`src/pmt_pkg.sv`:
```
`timescale 1ns / 1ps
`default_nettype none

package pmt_pkg;

    // table geometry
    localparam int ENTRIES = 64;
    localparam int IDX_W   = (ENTRIES > 1) ? $clog2(ENTRIES) : 1;
    localparam int CNT_W   = $clog2(ENTRIES + 1);

    // item layout
    localparam int KEY_W  = 24;
    localparam int REC_W  = 96;
    localparam int DATA_W = KEY_W + REC_W;

    // configuration
    localparam int CAP_W  = 7;
    localparam int CMP_W  = (CNT_W > CAP_W) ? CNT_W : CAP_W;
    localparam int ADDR_W = 3;
    localparam int PDATA_W = 32;
    localparam logic [CAP_W-1:0] CAP_RESET = 7'd64;

    typedef enum logic [ADDR_W-3:0] {
        REG_CAPACITY = 1'b0
    } t_reg;

    typedef enum logic {
        OP_ADD  = 1'b0,
        OP_TAKE = 1'b1
    } t_op;

    typedef enum logic [1:0] {
        ST_DONE = 2'd0,
        ST_FULL = 2'd1,
        ST_MISS = 2'd2
    } t_status;

    typedef struct packed {
        t_status          status;
        logic             take_hit;
        logic             write;
        logic [IDX_W-1:0] slot;
    } t_cam_res;

endpackage

`default_nettype wire

```
`src/pmt_cam.sv`:
```
`timescale 1ns / 1ps
`default_nettype none

module pmt_cam (
    input  logic                        i_clk,
    input  logic                        i_rst_n,
    input  logic                        i_commit,
    input  pmt_pkg::t_op                i_op,
    input  logic [pmt_pkg::KEY_W-1:0]   i_key,
    input  logic [pmt_pkg::CAP_W-1:0]   i_cap,
    output pmt_pkg::t_cam_res           o_res
);

    import pmt_pkg::*;

    logic [ENTRIES-1:0] r_valid;
    logic [ENTRIES-1:0] n_valid;
    logic [KEY_W-1:0]   r_key [ENTRIES];
    logic [CNT_W-1:0]   r_occ;
    logic [CNT_W-1:0]   n_occ;

    logic [ENTRIES-1:0] match;
    logic [ENTRIES-1:0] free_vec;
    logic [ENTRIES-1:0] free_low;
    logic [ENTRIES-1:0] set_vec;
    logic [ENTRIES-1:0] clr_vec;
    logic [IDX_W-1:0]   match_idx;
    logic [IDX_W-1:0]   free_idx;
    logic               hit;
    logic               room;
    logic [CMP_W-1:0]   cap_lim;

    always_comb begin
        for (int i = 0; i < ENTRIES; i++) begin
            match[i] = r_valid[i] && (r_key[i] == i_key);
        end
    end

    assign hit      = |match;
    assign free_vec = ~r_valid;
    // isolate the lowest free slot
    assign free_low = free_vec & (~free_vec + ENTRIES'(1));

    always_comb begin
        match_idx = '0;
        free_idx  = '0;
        for (int i = 0; i < ENTRIES; i++) begin
            if (match[i]) begin
                match_idx = match_idx | IDX_W'(i);
            end
            if (free_low[i]) begin
                free_idx = free_idx | IDX_W'(i);
            end
        end
    end

    assign cap_lim = (CMP_W'(i_cap) > CMP_W'(ENTRIES)) ? CMP_W'(ENTRIES) : CMP_W'(i_cap);
    assign room    = (CMP_W'(r_occ) < cap_lim) && (|free_vec);

    always_comb begin
        o_res.status   = ST_DONE;
        o_res.take_hit = 1'b0;
        o_res.write    = 1'b0;
        o_res.slot     = match_idx;
        set_vec        = '0;
        clr_vec        = '0;
        n_occ          = r_occ;
        case (i_op)
            OP_ADD: begin
                if (hit) begin
                    o_res.write = i_commit;
                end else if (room) begin
                    o_res.slot  = free_idx;
                    o_res.write = i_commit;
                    set_vec     = free_low;
                    n_occ       = r_occ + CNT_W'(1);
                end else begin
                    o_res.status = ST_FULL;
                end
            end
            OP_TAKE: begin
                if (hit) begin
                    o_res.take_hit = 1'b1;
                    clr_vec        = match;
                    n_occ          = r_occ - CNT_W'(1);
                end else begin
                    o_res.status = ST_MISS;
                end
            end
            default: begin
                o_res.status = ST_MISS;
            end
        endcase
        n_valid = (r_valid | set_vec) & ~clr_vec;
    end

    always_ff @(posedge i_clk) begin
        if (!i_rst_n) begin
            r_valid <= '0;
            r_occ   <= '0;
        end else if (i_commit) begin
            r_valid <= n_valid;
            r_occ   <= n_occ;
        end
    end

    always_ff @(posedge i_clk) begin
        for (int i = 0; i < ENTRIES; i++) begin
            if (i_commit && set_vec[i]) begin
                r_key[i] <= i_key;
            end
        end
    end

endmodule

`default_nettype wire

```
`config.mk`:
```
export PLATFORM = sky130hd
export DESIGN_NAME = pmt_cam
export DESIGN_NICKNAME = d
export VERILOG_FILES = /design/src/pmt_pkg.sv /design/src/pmt_cam.sv
export SDC_FILE = /design/constraint.sdc
export NUM_CORES = 2
export LEC_CHECK = 0
export BUFFER_PORTS_ARGS = -buffer_cell sky130_fd_sc_hd__buf_2
export CORE_AREA = 2 2 511 310
export DETAILED_ROUTE_END_ITERATION = 16
export DIE_AREA = 0 0 513 312
export GPL_TIMING_DRIVEN = 0
export SYNTH_ARGS = -nofsm -noshare
export SYNTH_HDL_FRONTEND = slang
export SYNTH_SLANG_ARGS = --single-unit
```
`constraint.sdc`:
```
create_clock -name i_clk -period 8.8 [get_ports i_clk]
set_input_delay 0.88 -clock i_clk [delete_from_list [all_inputs] [get_ports i_clk]]
set_output_delay 0.88 -clock i_clk [all_outputs]
set_load 0.02 [all_outputs]
```
==> flow_summary.toml <==
[outcome]
status = "finished, final reports clean"

[setup_path]
cp_num_cells = 16
path_buf_inv = 7
critPathKind = "in2out"
critPathLaunchType = "input port"
rr_worst_depth = 14
cp_data_required_time_ns = 7.92
cpPeakStageDelay_ns = 0.67
timing.rr.start = "r_key[0][729]"
crit_slowest_cell = "buf_4"
crit_path_start = "i_key[8]"
crit_end = "o_res[4]"
path_common_cell = "buf_4"
cp_top_family = "buffers and inverters"
arrival_ns = 7.48
timing.rr.end = "r_key[0][553]"
r2r_slack_ns = 2.71
cp-end-kind = "output port"
path_cells = "buf_4, buf_16, buf_4, buf_6, buf_4, xor2_1, nor3_1, nand4_1, nand4_1, nor4_2, nand4_2, nor4_4, clkbuf_1, nor3_1, a21oi_1, buf_2"
path_max_fanout = 37

[finish]
synthToLayoutAreaGrowth_pct = 14.1
multi_input_area_um2 = 20500
seq_area_um2 = 47500
fin_nets = 4880
layout_common_cells = "edfxtp_1 (1,536), xnor2_1 (825), xor2_1 (715)"
drive_above_1_share_pct = 14.3
fill_cells = 12900
fin_cells = 7010
final_common_cell = "edfxtp_1"

[power]
finalPower_w = 0.0163
peakVddDrop_mv = 0.195
comb_power_share_pct = 8.4
leakage_nw = 25.2
seqPwrFrac_pct = 51.5
p_int_w = 0.0122
p_sw_share_pct = 25.2
pwr_density_cell_nw_per_um2 = 206
power.switching_w = 0.00411
clkPwrFrac_pct = 40.1

[min_path]
hold_class = "in2reg"

[yosys]
synth_nets = 4550
syn_area_per_cell_um2 = 15.4
async_flop_share_pct = 0
synth_cell_type_count = 67
syn_area_um2 = 69400
ys_ff_latch = 1607
yosysSeqAreaShare_pct = 68.5
yosysWarnings = 0
syn_inst = 4503
synth-main-ff-cell = "edfxtp_1"
synth_edf_count = 1536

[placement]
gp_congestion = 1.05
dp_hpwl_um = 194000
dp_cells = 6729
port_buffers = 43

[clock_network]
cts_tree = "built"
cts.clk_slew.worst_paths_ns = 0.06
cts_made_buffers = 154
post-cts-setup-buffers = 0
holdBufCountCts = 0
cts-root-buf = "clkbuf_16"
clkLatencyLatePin_ns = 0.83
clockBufferDepth = 3
clock-sinks = 1607
htreeDepth = 4
ctsResizeCount = 0

[timing]
fin_crit_ns = 8.36
final-hold-violation-count = 0
tightest_slew_ns = 1.38
drv_slew = 0
fin_crit_sh_pct = 95.0
slew_headroom_pct = 7.25
rsz0062_at_grt = "no"
setup_violations = 0
clock_skew_ns = 0.0356
max_freq_mhz = 120

[drt]
drtIter0Drc = 9859
dr.pass1.iters = 6
dr_total_vias = 44000
ant_nets = 0
wl_per_cell_um = 42.3
vias_per_cell = 6.27
wl_um = 296000
drc = 0

[global_route]
grt_pass1_wl_um = 382000
grt.total_usage_pct = 36.6
grt_overflow = 0
antenna_found_initial = 26
grt_max_degree = 47
grt_pass1_vias = 39300

[floorplanning]
die_y_um = 312
die_w_um = 513
die_area_um2 = 160000
rows = 112
core_area_um2 = 155000
start_util_pct = 44.8
io_pins = 45

[flow_run]
drv_cap = 0
==> state kept, by name, summed over array words and instances, names as in the netlist <==
| register | cells |
|---|---|
| r_key | 1536 |
| r_valid | 64 |
| r_occ | 7 |
==> power groups by stage <==
| stage | Clock, W | Combinational [W] | Sequential (W) |
|---|---|---|---|
| after floorplan | 0 | 0.000561 | 0.00855 |
| after global placement | 0 | 0.00124 | 0.00857 |
| after detailed placement | 0 | 0.00130 | 0.00855 |
| after CTS | 0.00652 | 0.00130 | 0.00839 |
| after global routing | 0.00681 | 0.00135 | 0.00839 |
| final | 0.00654 | 0.00136 | 0.00839 |
==> worst reg2reg max path: cells and delay by family (launching register included) <==
family	cells	cell delay, ns
xor gates and xnor gates	1	0.14
buffers and inverters	5	1.21
and+or+nand+nor	8	4.06
DFF	1	0.38
==> Yosys cell counts, types with 6 or more instances <==
cell type	instances	area, um2
edfxtp_1	1536	46100
xnor2_1	825	7230
xor2_1	715	6260
nand4_1	280	1750
nor4_1	208	1300
buf_4	131	983
nor2_1	128	480
nand2_1	122	458
nor3_1	112	561
dfxtp_1	71	1420
buf_6	42	473
nand3_1	42	210
o221a_2	39	439
a21oi_1	33	165
o21ai_0	31	155
buf_2	18	90.1
clkbuf_1	16	60.1
inv_1	13	48.8
ha_1	11	138
and3_1	10	62.6
a31oi_1	9	56.3
or3_1	7	43.8
nand2b_1	6	37.5
nand4b_1	6	52.6
==> layout make-up <==
cell class	count	area share [%]
Sequential cell	1607	60.0
Tap cell	2052	3.24
Clock buffer	202	5.18
Multi-Input combinational cell	2673	25.9
Timing Repair Buffer	174	2.75
Buffer	209	2.04
Inverter	14	0.0663
Antenna cell	4	0.0126
Clock inverter	75	0.787
==> stage by stage <==
step / worst slack [ns] / hold WS [ns] / setup TNS, ns / util (%) / instance area, um2
floorplan: 3.01 / 0.464 / 0 / - / 69400
global placement: -3.81 / 0.485 / -2566.48 / 46.6 / 72200
detailed placement: 0.683 / 0.489 / 0 / 48.1 / 74500
CTS: 0.680 / 0.387 / 0 / 51.1 / 79200
global route: 0.418 / 0.409 / 0 / 51.1 / 79200
finish: 0.440 / 0.414 / 0 / 51.2 / 79200
==> cells by family after synthesis <==
kind of cell | synth area share (%)
adders and majority gates | 0.227
muxes | 0.0324
DFF | 68.5
and+or+nand+nor | 7.91
buffers and inverters | 2.40
AOI/OAI and AO/OA | 1.54
xor gates and xnor gates | 19.4
==> routing by layer <==
metal	global-route usage [%]	routed length [um]	vias up
met3	14.1	47600	422
met5	0.904	207	-
met2	47.8	115000	3585
met1	55.5	125000	22700
li1	-	-	17200
met4	10.7	8850	2
==> worst min path at each step <==
stage	start	slack, ns	cells past startpoint	endpoint
floorplan	r_occ[2]	0.46	2	r_occ[2]
global placement	r_occ[5]	0.48	2	r_occ[5]
detailed placement	r_occ[2]	0.49	2	r_occ[2]
CTS	i_key[21]	0.39	1	r_key[0][69]
global route	i_key[21]	0.41	1	r_key[1][165]
finish	i_key[21]	0.41	1	r_key[0][69]
No activity file was read; power rests on OpenSTA's default activity.
