--- src/pmt_ram.sv ---
`timescale 1ns / 1ps
`default_nettype none

module pmt_ram #(
    parameter int WIDTH = 8,
    parameter int DEPTH = 16
) (
    input  logic                                         i_clk,
    input  logic                                         i_we,
    input  logic [((DEPTH > 1) ? $clog2(DEPTH) : 1)-1:0] i_waddr,
    input  logic [WIDTH-1:0]                             i_wdata,
    input  logic                                         i_re,
    input  logic [((DEPTH > 1) ? $clog2(DEPTH) : 1)-1:0] i_raddr,
    output logic [WIDTH-1:0]                             o_rdata
);

    logic [WIDTH-1:0] r_mem [DEPTH];
    logic [WIDTH-1:0] r_rdata;

    always_ff @(posedge i_clk) begin
        if (i_we) begin
            r_mem[i_waddr] <= i_wdata;
        end
        if (i_re) begin
            r_rdata <= r_mem[i_raddr];
        end
    end

    assign o_rdata = r_rdata;

endmodule

`default_nettype wire

--- config.mk ---
export PLATFORM = sky130hd
export DESIGN_NAME = pmt_ram
export DESIGN_NICKNAME = d
export VERILOG_FILES = /design/src/pmt_ram.sv
export SDC_FILE = /design/constraint.sdc
export NUM_CORES = 1
export LEC_CHECK = 0
export BUFFER_PORTS_ARGS = -buffer_cell sky130_fd_sc_hd__clkbuf_2
export CAP_MARGIN = 40
export CELL_PAD_IN_SITES_DETAIL_PLACEMENT = 1
export CELL_PAD_IN_SITES_GLOBAL_PLACEMENT = 1
export CORE_MARGIN = 2
export CORE_UTILIZATION = 48
export CTS_CLUSTER_DIAMETER = 40
export DETAILED_ROUTE_END_ITERATION = 8
export PLACE_DENSITY = 0.74
export SLEW_MARGIN = 20
export SYNTH_ARGS = -nofsm -noshare
export SYNTH_HDL_FRONTEND = slang
export SYNTH_SLANG_ARGS = --single-unit
--- constraint.sdc ---
create_clock -name i_clk -period 1.7 [get_ports i_clk]
set_input_delay 0.255 -clock i_clk [delete_from_list [all_inputs] [get_ports i_clk]]
set_output_delay 0.255 -clock i_clk [all_outputs]
set_load 0.005 [all_outputs]
==> flow_metrics.env, run 1 <==
export IMPL_status="completed"
export IMPL_worst_hold_path_type="in2reg"
export IMPL_row_count=38
export IMPL_ff2ff_setup_slack_ps=100
export IMPL_die_w_microns=108
export IMPL_ir_worst_vdd_mv=0.621
export IMPL_synth_top_area_share_pct=78.1
export IMPL_cts_root_buf="clkbuf_8"
export IMPL_switching_share_pct=19.8
export IMPL_dp_slack_ps=-264
export IMPL_cts_hold_buf=0
export IMPL_power_leakage_nw=2.16
export IMPL_grt_overflow=0
export IMPL_holdPathStages=1
export IMPL_ys_flop_type="edfxtp_1"
export IMPL_synth_area_sq_um=5230
export IMPL_period_share_pct=94.0
export IMPL_finalHoldViolCount=0
export IMPL_num_vias=2533
export IMPL_antennaDiodeCount=0
export IMPL_clkSinkCount=136
export IMPL_power_mw=8.04
export IMPL_start_util_pct=48.6
export IMPL_intPower_mw=6.45
export IMPL_grt_start_max_net_pins=23
export IMPL_worst_path_max_fanout=1
export IMPL_routed_via_density=5.70
export IMPL_reg2reg_to="o_rdata[4]$_DFFE_PP_"
export IMPL_max_cap_viol_count=0
export IMPL_nets=310
export IMPL_cts_resized_gates=0
export IMPL_die_area_sq_um=11700
export IMPL_syn_area_per_cell_sq_um=22.8
export IMPL_drive_above_1_share_pct=33.6
export IMPL_worst_pin_slew_ps=411
export IMPL_critPathLaunchType="register"
export IMPL_clk_pin_slew_ps=60
export IMPL_path_cells="mux4_2, a22oi_1, nand2_1"
export IMPL_drcViolationCount=0
export IMPL_cts_made_buffers=17
export IMPL_rsz0062_at_grt="no"
export IMPL_syn_inst=229
export IMPL_p_per_area_nw_per_um2=1280
export IMPL_async_flop_share_pct=0
export IMPL_reg2reg_from="r_mem[3][4]$_DFFE_PP_"
export IMPL_p_seq_share_pct=47.3
export IMPL_crit_type="reg2reg"
export IMPL_drt_antenna_violating_nets=0
export IMPL_post_cts_setup_buffers=0
export IMPL_grt_pass1_vias=2725
export IMPL_numPortBuffers=26
export IMPL_syn_to_final_growth_pct=20.6
export IMPL_synth_distinct_cells=18
export IMPL_slowest_stage="mux4_2"
export IMPL_routed_wl_mm=11.5
export IMPL_antenna_found_initial=0
export IMPL_core_sq_um=10700
export IMPL_synth_warning_count=0
export IMPL_clk_latency_ps=520
export IMPL_post_drt_wl_per_cell_microns=26.0
export IMPL_hpwl_mm=7.07
export IMPL_switchingPower_mw=1.59
export IMPL_clk_path_buf_depth=2
export IMPL_die_y_microns=108
export IMPL_yosys_top_cells_area="edfxtp_1 78%, mux4_2 7.8%, mux4_1 7.0%, a22oi_1 2.3%, nor2_1 0.93%"
export IMPL_place_congestion=0.724
export IMPL_period_needed_ps=1600
export IMPL_firstDrtPassIters=4
export IMPL_relSlewSlack_pct=72.6
export IMPL_hp_start="i_re"
export IMPL_holdPathEnd="o_rdata[5]$_DFFE_PP_"
export IMPL_cp_required_ps=1970
export IMPL_fmax_ghz=0.626
export IMPL_fin_skew_ps=10.1
export IMPL_reg2reg_depth=3
export IMPL_grt_pass1_wl_mm=17.2
export IMPL_seq_area_frac_synth_pct=78.1
export IMPL_combPwrFrac_pct=4.7
export IMPL_critPathMaxStageDelay_ps=520
export IMPL_yosysTopAreaCell="edfxtp_1"
export IMPL_finalMaxSlewViolations=0
export IMPL_synth_fp_nets=248
export IMPL_drt_iter0_markers=244
export IMPL_synth_edf_count=136
export IMPL_grt_usage_pct=22.0
export IMPL_fin_cells=444
export IMPL_cp_end_kind="register"
export IMPL_setup_viol=0
export IMPL_crit_buf_inv=0
export IMPL_tritoncts="yes"
export IMPL_yosysMostFrequentCell="edfxtp_1"
export IMPL_htreeDepth=4
export IMPL_synthTopCellsByCount="136 x edfxtp_1, 18 x mux4_2, 16 x a22oi_1, 14 x mux4_1, 13 x nor2_1"
export IMPL_dp_cells=412
export IMPL_cp_top_family="multiplexers"
export IMPL_arrival_ps=1860
export IMPL_io_pins=27
export IMPL_fin_ws_ps=103
export IMPL_clkPwrFrac_pct=48.1
export IMPL_synth_seq_cells=136
## layout make-up
cell class	count	area [sq um]
Multi-Input combinational cell	83	1060
Clock buffer	18	418
Fill cell	959	4440
Timing Repair Buffer	53	358
Tap cell	140	175
Sequential cell	136	4080
Clock inverter	14	205
## power by group through the flow
stage	clock network (mW)	logic (mW)	registers, mW
after detailed placement	0	0.377	3.87
after floorplan	0	0.191	3.86
after global routing	4.03	0.407	3.81
after global placement	0	0.361	3.86
after CTS	3.90	0.382	3.80
final	3.86	0.375	3.80
## flip-flops by register name, indices dropped and copies added (netlist names)
| register | flops |
|---|---|
| r_mem | 128 |
| o_rdata | 8 |
## routing by layer
metal	part of all wire [%]	vias up	track usage, %
li1	-	1102	-
met1	41	1304	30.2
met2	49	105	33.7
met3	7.8	22	5.55
met4	2.3	0	9.34
met5	0	-	0
## cell families (layout without fill, tap and decap cells)
| family | Yosys count | count (layout) | synth area share, % |
|---|---|---|---|
| buffers and inverters | 10 | 85 | 1.65 |
| multiplexers | 32 | 32 | 14.8 |
| flip-flops | 136 | 136 | 78.1 |
| AND/OR/NAND/NOR | 35 | 35 | 3.14 |
| AO/OA/AOI/OAI | 16 | 16 | 2.30 |
## layout by cell type, fill, tap and decap left out, drive strengths merged
| master | Yosys | routed |
|---|---|---|
| or3b | 1 | 1 |
| buf | 7 | 27 |
| nor3 | 4 | 4 |
| nor2b | 1 | 1 |
| nand2 | 9 | 9 |
| a22oi | 16 | 16 |
| edfxtp | 136 | 136 |
| and2b | 1 | 1 |
| clkinvlp | 0 | 2 |
| nor2 | 13 | 13 |
| mux4 | 32 | 32 |
| nand3 | 1 | 1 |
| nand2b | 2 | 2 |
| and2 | 1 | 1 |
| clkbuf | 0 | 44 |
| bufinv | 0 | 5 |
| nand3b | 2 | 2 |
| clkinv | 0 | 7 |
## worst max path at each step
| stage | cells past startpoint | start | endpoint | slack [ps] |
|---|---|---|---|---|
| final | 3 | r_mem[3][4]$_DFFE_PP_ | o_rdata[4]$_DFFE_PP_ | 100 |
| after global routing | 3 | r_mem[11][0]$_DFFE_PP_ | o_rdata[0]$_DFFE_PP_ | 80 |
| after floorplan | 5 | i_raddr[0] | o_rdata[1]$_DFFE_PP_ | 160 |
| after CTS | 3 | r_mem[3][4]$_DFFE_PP_ | o_rdata[4]$_DFFE_PP_ | 80 |
| after detailed placement | 6 | i_raddr[0] | o_rdata[1]$_DFFE_PP_ | -260 |
| after global placement | 5 | i_raddr[0] | o_rdata[4]$_DFFE_PP_ | -230 |
## stage by stage
stage | hold WS (ps) | area [sq um] | TNS [ps] | util (%)
detailed placement | 657 | 5680 | -1280 | 52.9
CTS | 120 | 6300 | 0 | 58.7
global route | 126 | 6300 | 0 | 58.7
floorplan | 354 | 5230 | 0 | -
finish | 144 | 6300 | 0 | 58.7
global placement | 655 | 5680 | -1100 | 52.9
Note: power is estimated with default switching activity, not from simulation.
==> run 2, diff against run 1 <==
--- a/config.mk
+++ b/config.mk
@@ -9,7 +9,7 @@
 export CAP_MARGIN = 40
 export CELL_PAD_IN_SITES_DETAIL_PLACEMENT = 1
 export CELL_PAD_IN_SITES_GLOBAL_PLACEMENT = 1
-export CORE_MARGIN = 2
+export CORE_ASPECT_RATIO = 0.5
 export CORE_UTILIZATION = 48
 export CTS_CLUSTER_DIAMETER = 40
 export DETAILED_ROUTE_END_ITERATION = 8
==> flow_metrics.env, run 2 (same netlist as run 1, synthesis figures left out) <==
export IMPL_topRoutingLayerUsed="met4"
export IMPL_nets=312
export IMPL_numPortBuffers=26
export IMPL_power_mw=7.78
export IMPL_drcViolationCount=0
export IMPL_hpwl_mm=7.20
export IMPL_post_drt_wl_per_cell_microns=26.7
export IMPL_max_cap_viol_count=0
export IMPL_p_seq_share_pct=48.9
export IMPL_switching_share_pct=20.0
export IMPL_finalHoldViolCount=0
export IMPL_fin_skew_ps=7.54
export IMPL_whs_ps=290
export IMPL_p_per_area_nw_per_um2=1230
export IMPL_tritoncts="yes"
export IMPL_worst_pin_slew_ps=470
export IMPL_timing_critical_path_from="r_mem[0][1]$_DFFE_PP_"
export IMPL_die_area_sq_um=11300
export IMPL_antennaDiodeCount=0
export IMPL_routed_via_density=5.77
export IMPL_intPower_mw=6.23
export IMPL_grt_overflow=0
export IMPL_route_met3_wl_microns=797
export IMPL_cts_made_buffers=17
export IMPL_crit_cells=4
export IMPL_clkPwrFrac_pct=45.9
export IMPL_path_cells="mux4_1, a22oi_2, buf_4, nand2_1"
export IMPL_finalMaxSlewViolations=0
export IMPL_die_w_microns=150
export IMPL_combPwrFrac_pct=5.1
export IMPL_critical_path_endpoint="o_rdata[1]$_DFFE_PP_"
export IMPL_reg2reg_from="r_mem[0][1]$_DFFE_PP_"
export IMPL_critPathLaunchType="register"
export IMPL_clk_path_buf_depth=2
export IMPL_row_count=26
export IMPL_grt_start_max_net_pins=18
export IMPL_cp_required_ps=1850
export IMPL_crit_buf_inv=1
export IMPL_core_sq_um=10400
export IMPL_largest_reg_flops=128
export IMPL_drt_antenna_violating_nets=0
export IMPL_drt_iter0_markers=253
export IMPL_die_y_microns=75.8
export IMPL_rsz0062_at_grt="no"
export IMPL_io_pins=27
export IMPL_reg2reg_depth=4
export IMPL_period_share_pct=94.5
export IMPL_setup_viol=0
export IMPL_final_cell_mix="136 x edfxtp_1, 26 x clkbuf_2, 23 x buf_4"
export IMPL_syn_to_final_growth_pct=21.0
export IMPL_wl_met2_mm=5.56
export IMPL_period_needed_ps=1610
export IMPL_firstDrtPassIters=5
export IMPL_relSlewSlack_pct=68.7
export IMPL_ir_worst_vdd_mv=0.634
export IMPL_ff2ff_setup_slack_ps=90
export IMPL_htreeDepth=4
export IMPL_arrival_ps=1760
export IMPL_worst_hold_path_type="in2reg"
export IMPL_cts_root_buf="clkbuf_16"
export IMPL_grt_pass1_vias=2713
export IMPL_cp_top_family="multiplexers"
export IMPL_cp_end_kind="register"
export IMPL_clk_latency_ps=410
export IMPL_top_register="r_mem"
export IMPL_start_util_pct=50.2
export IMPL_fill_cells=887
export IMPL_drive_above_1_share_pct=34.2
export IMPL_critPathMaxStageDelay_ps=510
export IMPL_reg2reg_to="o_rdata[1]$_DFFE_PP_"
export IMPL_crit_type="reg2reg"
export IMPL_clk_pin_slew_ps=60
export IMPL_setup_total_negative_slack_ps=0
export IMPL_worst_path_max_fanout=1
export IMPL_slowest_stage="mux4_1"
export IMPL_wl_met1_mm=5.34
export IMPL_clkSinkCount=136
export IMPL_power_leakage_nw=2.17
export IMPL_grt_pass1_wl_mm=17.3
export IMPL_grt_usage_pct=23.0
export IMPL_status="completed"
export IMPL_place_congestion=0.744
export IMPL_switchingPower_mw=1.55
export IMPL_antenna_found_initial=0
export IMPL_fmax_ghz=0.623
export IMPL_final_common_cell="edfxtp_1"
export IMPL_num_vias=2564
export IMPL_routed_wl_mm=11.9
==> run 2: cell types whose count changed in the layout (fill, tap and decap cells not counted) <==
cell / change
a22oi_1: -3
bufinv_16: -2
clkbuf_8: -1
buf_12: +4
clkinv_2: +1
buf_4: -2
clkbuf_16: +1
a22oi_2: +3
clkbuf_1: +1
clkinv_4: -2
==> run 2: through the flow <==
step	util [%]	std cells	worst slack (ps)	cell area (sq um)
after floorplan	-	229	163	5230
after global placement	55.2	414	-164	5740
after detailed placement	55.2	414	-213	5740
after CTS	60.6	444	21.6	6310
after global routing	60.8	444	18.9	6320
final	60.8	444	94.2	6320
==> run 2: power groups by stage <==
stage | registers, mW | clock network [mW] | logic [mW]
after floorplan | 3.86 | 0 | 0.191
after global placement | 3.87 | 0 | 0.371
after detailed placement | 3.87 | 0 | 0.389
after CTS | 3.81 | 3.59 | 0.397
after global routing | 3.81 | 3.71 | 0.429
final | 3.81 | 3.57 | 0.399
==> run 2: layer usage <==
metal	global-route usage [%]	vias up
li1	-	1113
met1	30.9	1340
met2	36.2	98
met3	7.54	13
met4	7.82	0
met5	0	-
==> run 2: final cells by class <==
class	instances	area (sq um)	area share [%]
clock buffer	19	433	6.84
clock inverter	11	133	2.10
multi-input combinational	83	1080	17.0
sequential	136	4080	64.6
tap	140	175	2.77
timing repair buffer	55	423	6.69
==> run 2: worst min-delay path by stage <==
stage / from / slack (ps) / endpoint / cells after the start
after floorplan: i_wdata[0] / 350 / r_mem[0][0]$_DFFE_PP_ / 0
after detailed placement: o_rdata[2]$_DFFE_PP_ / 660 / o_rdata[2] / 1
final: i_re / 290 / o_rdata[5]$_DFFE_PP_ / 1
after global placement: i_wdata[4] / 630 / r_mem[14][4]$_DFFE_PP_ / 1
after CTS: i_wdata[4] / 270 / r_mem[12][4]$_DFFE_PP_ / 1
after global routing: i_re / 290 / o_rdata[5]$_DFFE_PP_ / 1
==> run 2: what timing repair did <==
item                                    4_1_cts  5_1_grt
gates resized for setup                       0        3
endpoints found under the setup margin        0        3
setup buffers                                 0        0
hold buffers                                  0        0
==> run 3, diff against run 2 <==
--- a/config.mk
+++ b/config.mk
@@ -5,15 +5,16 @@
 export SDC_FILE = /design/constraint.sdc
 export NUM_CORES = 1
 export LEC_CHECK = 0
+export ABC_AREA = 1
 export BUFFER_PORTS_ARGS = -buffer_cell sky130_fd_sc_hd__clkbuf_2
 export CAP_MARGIN = 40
 export CELL_PAD_IN_SITES_DETAIL_PLACEMENT = 1
 export CELL_PAD_IN_SITES_GLOBAL_PLACEMENT = 1
 export CORE_ASPECT_RATIO = 0.5
-export CORE_UTILIZATION = 48
+export CORE_UTILIZATION = 44
 export CTS_CLUSTER_DIAMETER = 40
 export DETAILED_ROUTE_END_ITERATION = 8
-export PLACE_DENSITY = 0.74
+export PLACE_DENSITY = 0.75
 export SLEW_MARGIN = 20
 export SYNTH_ARGS = -nofsm -noshare
 export SYNTH_HDL_FRONTEND = slang
==> flow_metrics.env, run 3 <==
export IMPL_status="completed"
export IMPL_syn_area_per_cell_sq_um=10.6
export IMPL_cp_top_family="simple AND/OR/NAND/NOR gates"
export IMPL_met1_usage_pct=37.3
export IMPL_yosysTopAreaCell="edfxtp_1"
export IMPL_synth_top_area_share_pct=69.8
export IMPL_syn_inst=551
export IMPL_power_leakage_nw=3.01
export IMPL_synth_edf_count=136
export IMPL_top_register="r_mem"
export IMPL_power_mw=8.33
export IMPL_final_area_sq_um=6920
export IMPL_holdPathEnd="o_rdata[3]$_DFFE_PP_"
export IMPL_core_sq_um=12800
export IMPL_synth_fp_nets=570
export IMPL_crit_type="reg2reg"
export IMPL_clk_latency_ps=410
export IMPL_ff2ff_setup_slack_ps=330
export IMPL_hp_start="i_re"
export IMPL_start_util_pct=45.6
export IMPL_die_w_microns=165
export IMPL_regArea_sq_um=4080
export IMPL_seq_area_frac_synth_pct=69.8
export IMPL_routed_via_density=5.29
export IMPL_yosys_top_cells_area="edfxtp_1 70%, nand2_1 11%, nand3_1 8.3%, inv_1 6.4%, buf_6 1.2%"
export IMPL_fin_skew_ps=7.82
export IMPL_num_vias=4136
export IMPL_fill_cells=1374
export IMPL_hpwl_mm=9.58
export IMPL_cp_required_ps=1870
export IMPL_slowest_stage="edfxtp_1"
export IMPL_ys_flop_type="edfxtp_1"
export IMPL_final_cell_mix="173 x nand2_1, 136 x edfxtp_1, 100 x inv_1"
export IMPL_p_per_area_nw_per_um2=1200
export IMPL_row_count=29
export IMPL_setup_viol=0
export IMPL_die_y_microns=83.5
export IMPL_worst_hold_path_type="in2reg"
export IMPL_path_common_cell="nand3_1"
export IMPL_drt_antenna_violating_nets=0
export IMPL_worst_pin_slew_ps=687
export IMPL_grt_pass1_wl_mm=26.0
export IMPL_cts_made_buffers=17
export IMPL_cts_root_buf="clkbuf_16"
export IMPL_place_congestion=0.756
export IMPL_finalMaxSlewViolations=0
export IMPL_period_share_pct=80.4
export IMPL_fmax_ghz=0.732
export IMPL_synthTopCellsByCount="173 x nand2_1, 136 x edfxtp_1, 100 x inv_1, 97 x nand3_1, 17 x nor2_1"
export IMPL_worst_path_max_fanout=1
export IMPL_reg2reg_from="r_mem[4][4]$_DFFE_PP_"
export IMPL_clkSinkCount=136
export IMPL_finalHoldViolCount=0
export IMPL_reg2reg_to="o_rdata[4]$_DFFE_PP_"
export IMPL_antenna_found_initial=0
export IMPL_multi_input_area_sq_um=1210
export IMPL_path_cells="inv_1, nand2_1, nand3_1, nand3_1, nand3_1, nand2_1"
export IMPL_gr_usage_met2_pct=40.1
export IMPL_post_cts_setup_buffers=0
export IMPL_met3_usage_pct=7.45
export IMPL_tritoncts="yes"
export IMPL_synth_distinct_cells=11
export IMPL_htreeDepth=4
export IMPL_routed_wl_mm=16.9
export IMPL_synth_area_sq_um=5850
export IMPL_cp_end_kind="register"
export IMPL_period_needed_ps=1370
export IMPL_grt_overflow=0
export IMPL_clk_path_buf_depth=2
export IMPL_whs_ps=244
export IMPL_drcViolationCount=0
export IMPL_relSlewSlack_pct=54.1
export IMPL_firstDrtPassIters=5
export IMPL_reg2reg_depth=6
export IMPL_critPathMaxStageDelay_ps=410
export IMPL_largest_reg_flops=128
export IMPL_drt_iter0_markers=363
export IMPL_cts_hold_buf=0
export IMPL_die_area_sq_um=13800
export IMPL_grt_usage_pct=26.9
export IMPL_rsz0062_at_grt="no"
export IMPL_numPortBuffers=26
export IMPL_antennaDiodeCount=0
export IMPL_max_cap_viol_count=0
export IMPL_place_area_sq_um=6290
export IMPL_grt_pass1_vias=4284
export IMPL_cts_resized_gates=0
export IMPL_holdPathStages=1
export IMPL_critPathLaunchType="register"
export IMPL_synth_seq_cells=136
export IMPL_clk_pin_slew_ps=60
export IMPL_syn_to_final_growth_pct=18.4
export IMPL_final_common_cell="nand2_1"
export IMPL_crit_buf_inv=1
export IMPL_async_flop_share_pct=0
export IMPL_yosysMostFrequentCell="nand2_1"
export IMPL_setup_total_negative_slack_ps=0
export IMPL_drive_above_1_share_pct=13.6
export IMPL_ir_worst_vdd_mv=0.656
export IMPL_top_usage_layer="met2"
export IMPL_io_pins=27
export IMPL_post_drt_wl_per_cell_microns=21.6
export IMPL_synth_warning_count=0
export IMPL_grt_start_max_net_pins=33
export IMPL_arrival_ps=1530
export IMPL_nets=618
run 3: cell count changes after synthesis, moves of 10 or more:
cell / delta
a22oi_1: -16
buf_2: +10
inv_1: +100
mux4_1: -14
mux4_2: -18
nand2_1: +164
nand3_1: +96
run 3: per-layer routing:
metal	vias up	share of wire, %
li1	1886	-
met1	2057	45
met2	159	46
met3	34	7.2
met4	0	2.5
met5	-	0
run 3: worst max path at each step:
| stage | slack [ps] | to | startpoint | cells past startpoint |
|---|---|---|---|---|
| after global routing | 250 | o_rdata[4]$_DFFE_PP_ | r_mem[4][4]$_DFFE_PP_ | 6 |
| after detailed placement | 90 | o_rdata[4]$_DFFE_PP_ | i_raddr[1] | 6 |
| final | 330 | o_rdata[4]$_DFFE_PP_ | r_mem[4][4]$_DFFE_PP_ | 6 |
| after floorplan | 490 | r_mem[10][0]$_DFFE_PP_ | i_waddr[2] | 2 |
| after global placement | 140 | o_rdata[4]$_DFFE_PP_ | i_raddr[1] | 6 |
| after CTS | 340 | o_rdata[4]$_DFFE_PP_ | r_mem[4][4]$_DFFE_PP_ | 6 |
run 3: cells by family (layout without fill, tap and decap cells):
family	Yosys count	count (layout)	share of synthesized area, %
AND/OR/NAND/NOR	289	289	20.8
flip-flops	136	136	69.8
buffers and inverters	126	187	9.39
run 3: where the power goes:
part	total [mW]	switching, mW	internal, mW
clock network	4.01	1.42	2.59
registers	3.80	0.0250	3.78
logic	0.518	0.369	0.149
total	8.33	1.81	6.52
run 3: stage by stage:
stage	std cells	util, %	worst slack (ps)
after global routing	782	54.0	249
after floorplan	551	-	494
after global placement	750	49.1	137
final	782	54.0	333
after detailed placement	750	49.1	86.0
after CTS	782	54.0	339
run 3: final cells by class:
cell class / count / share of cell area, %
clock inverter: 14 / 2.96
inverter: 102 / 5.53
timing repair buffer: 53 / 5.71
multi-input combinational: 289 / 17.5
clock buffer: 18 / 6.20
tap: 170 / 3.07
sequential: 136 / 59.0
run 3: worst register-to-register path: stages (launching register included):
cell	delay [ps]
edfxtp_1	410
inv_1	80
nand2_1	80
nand3_1	90
nand3_1	190
nand3_1	190
nand2_1	80
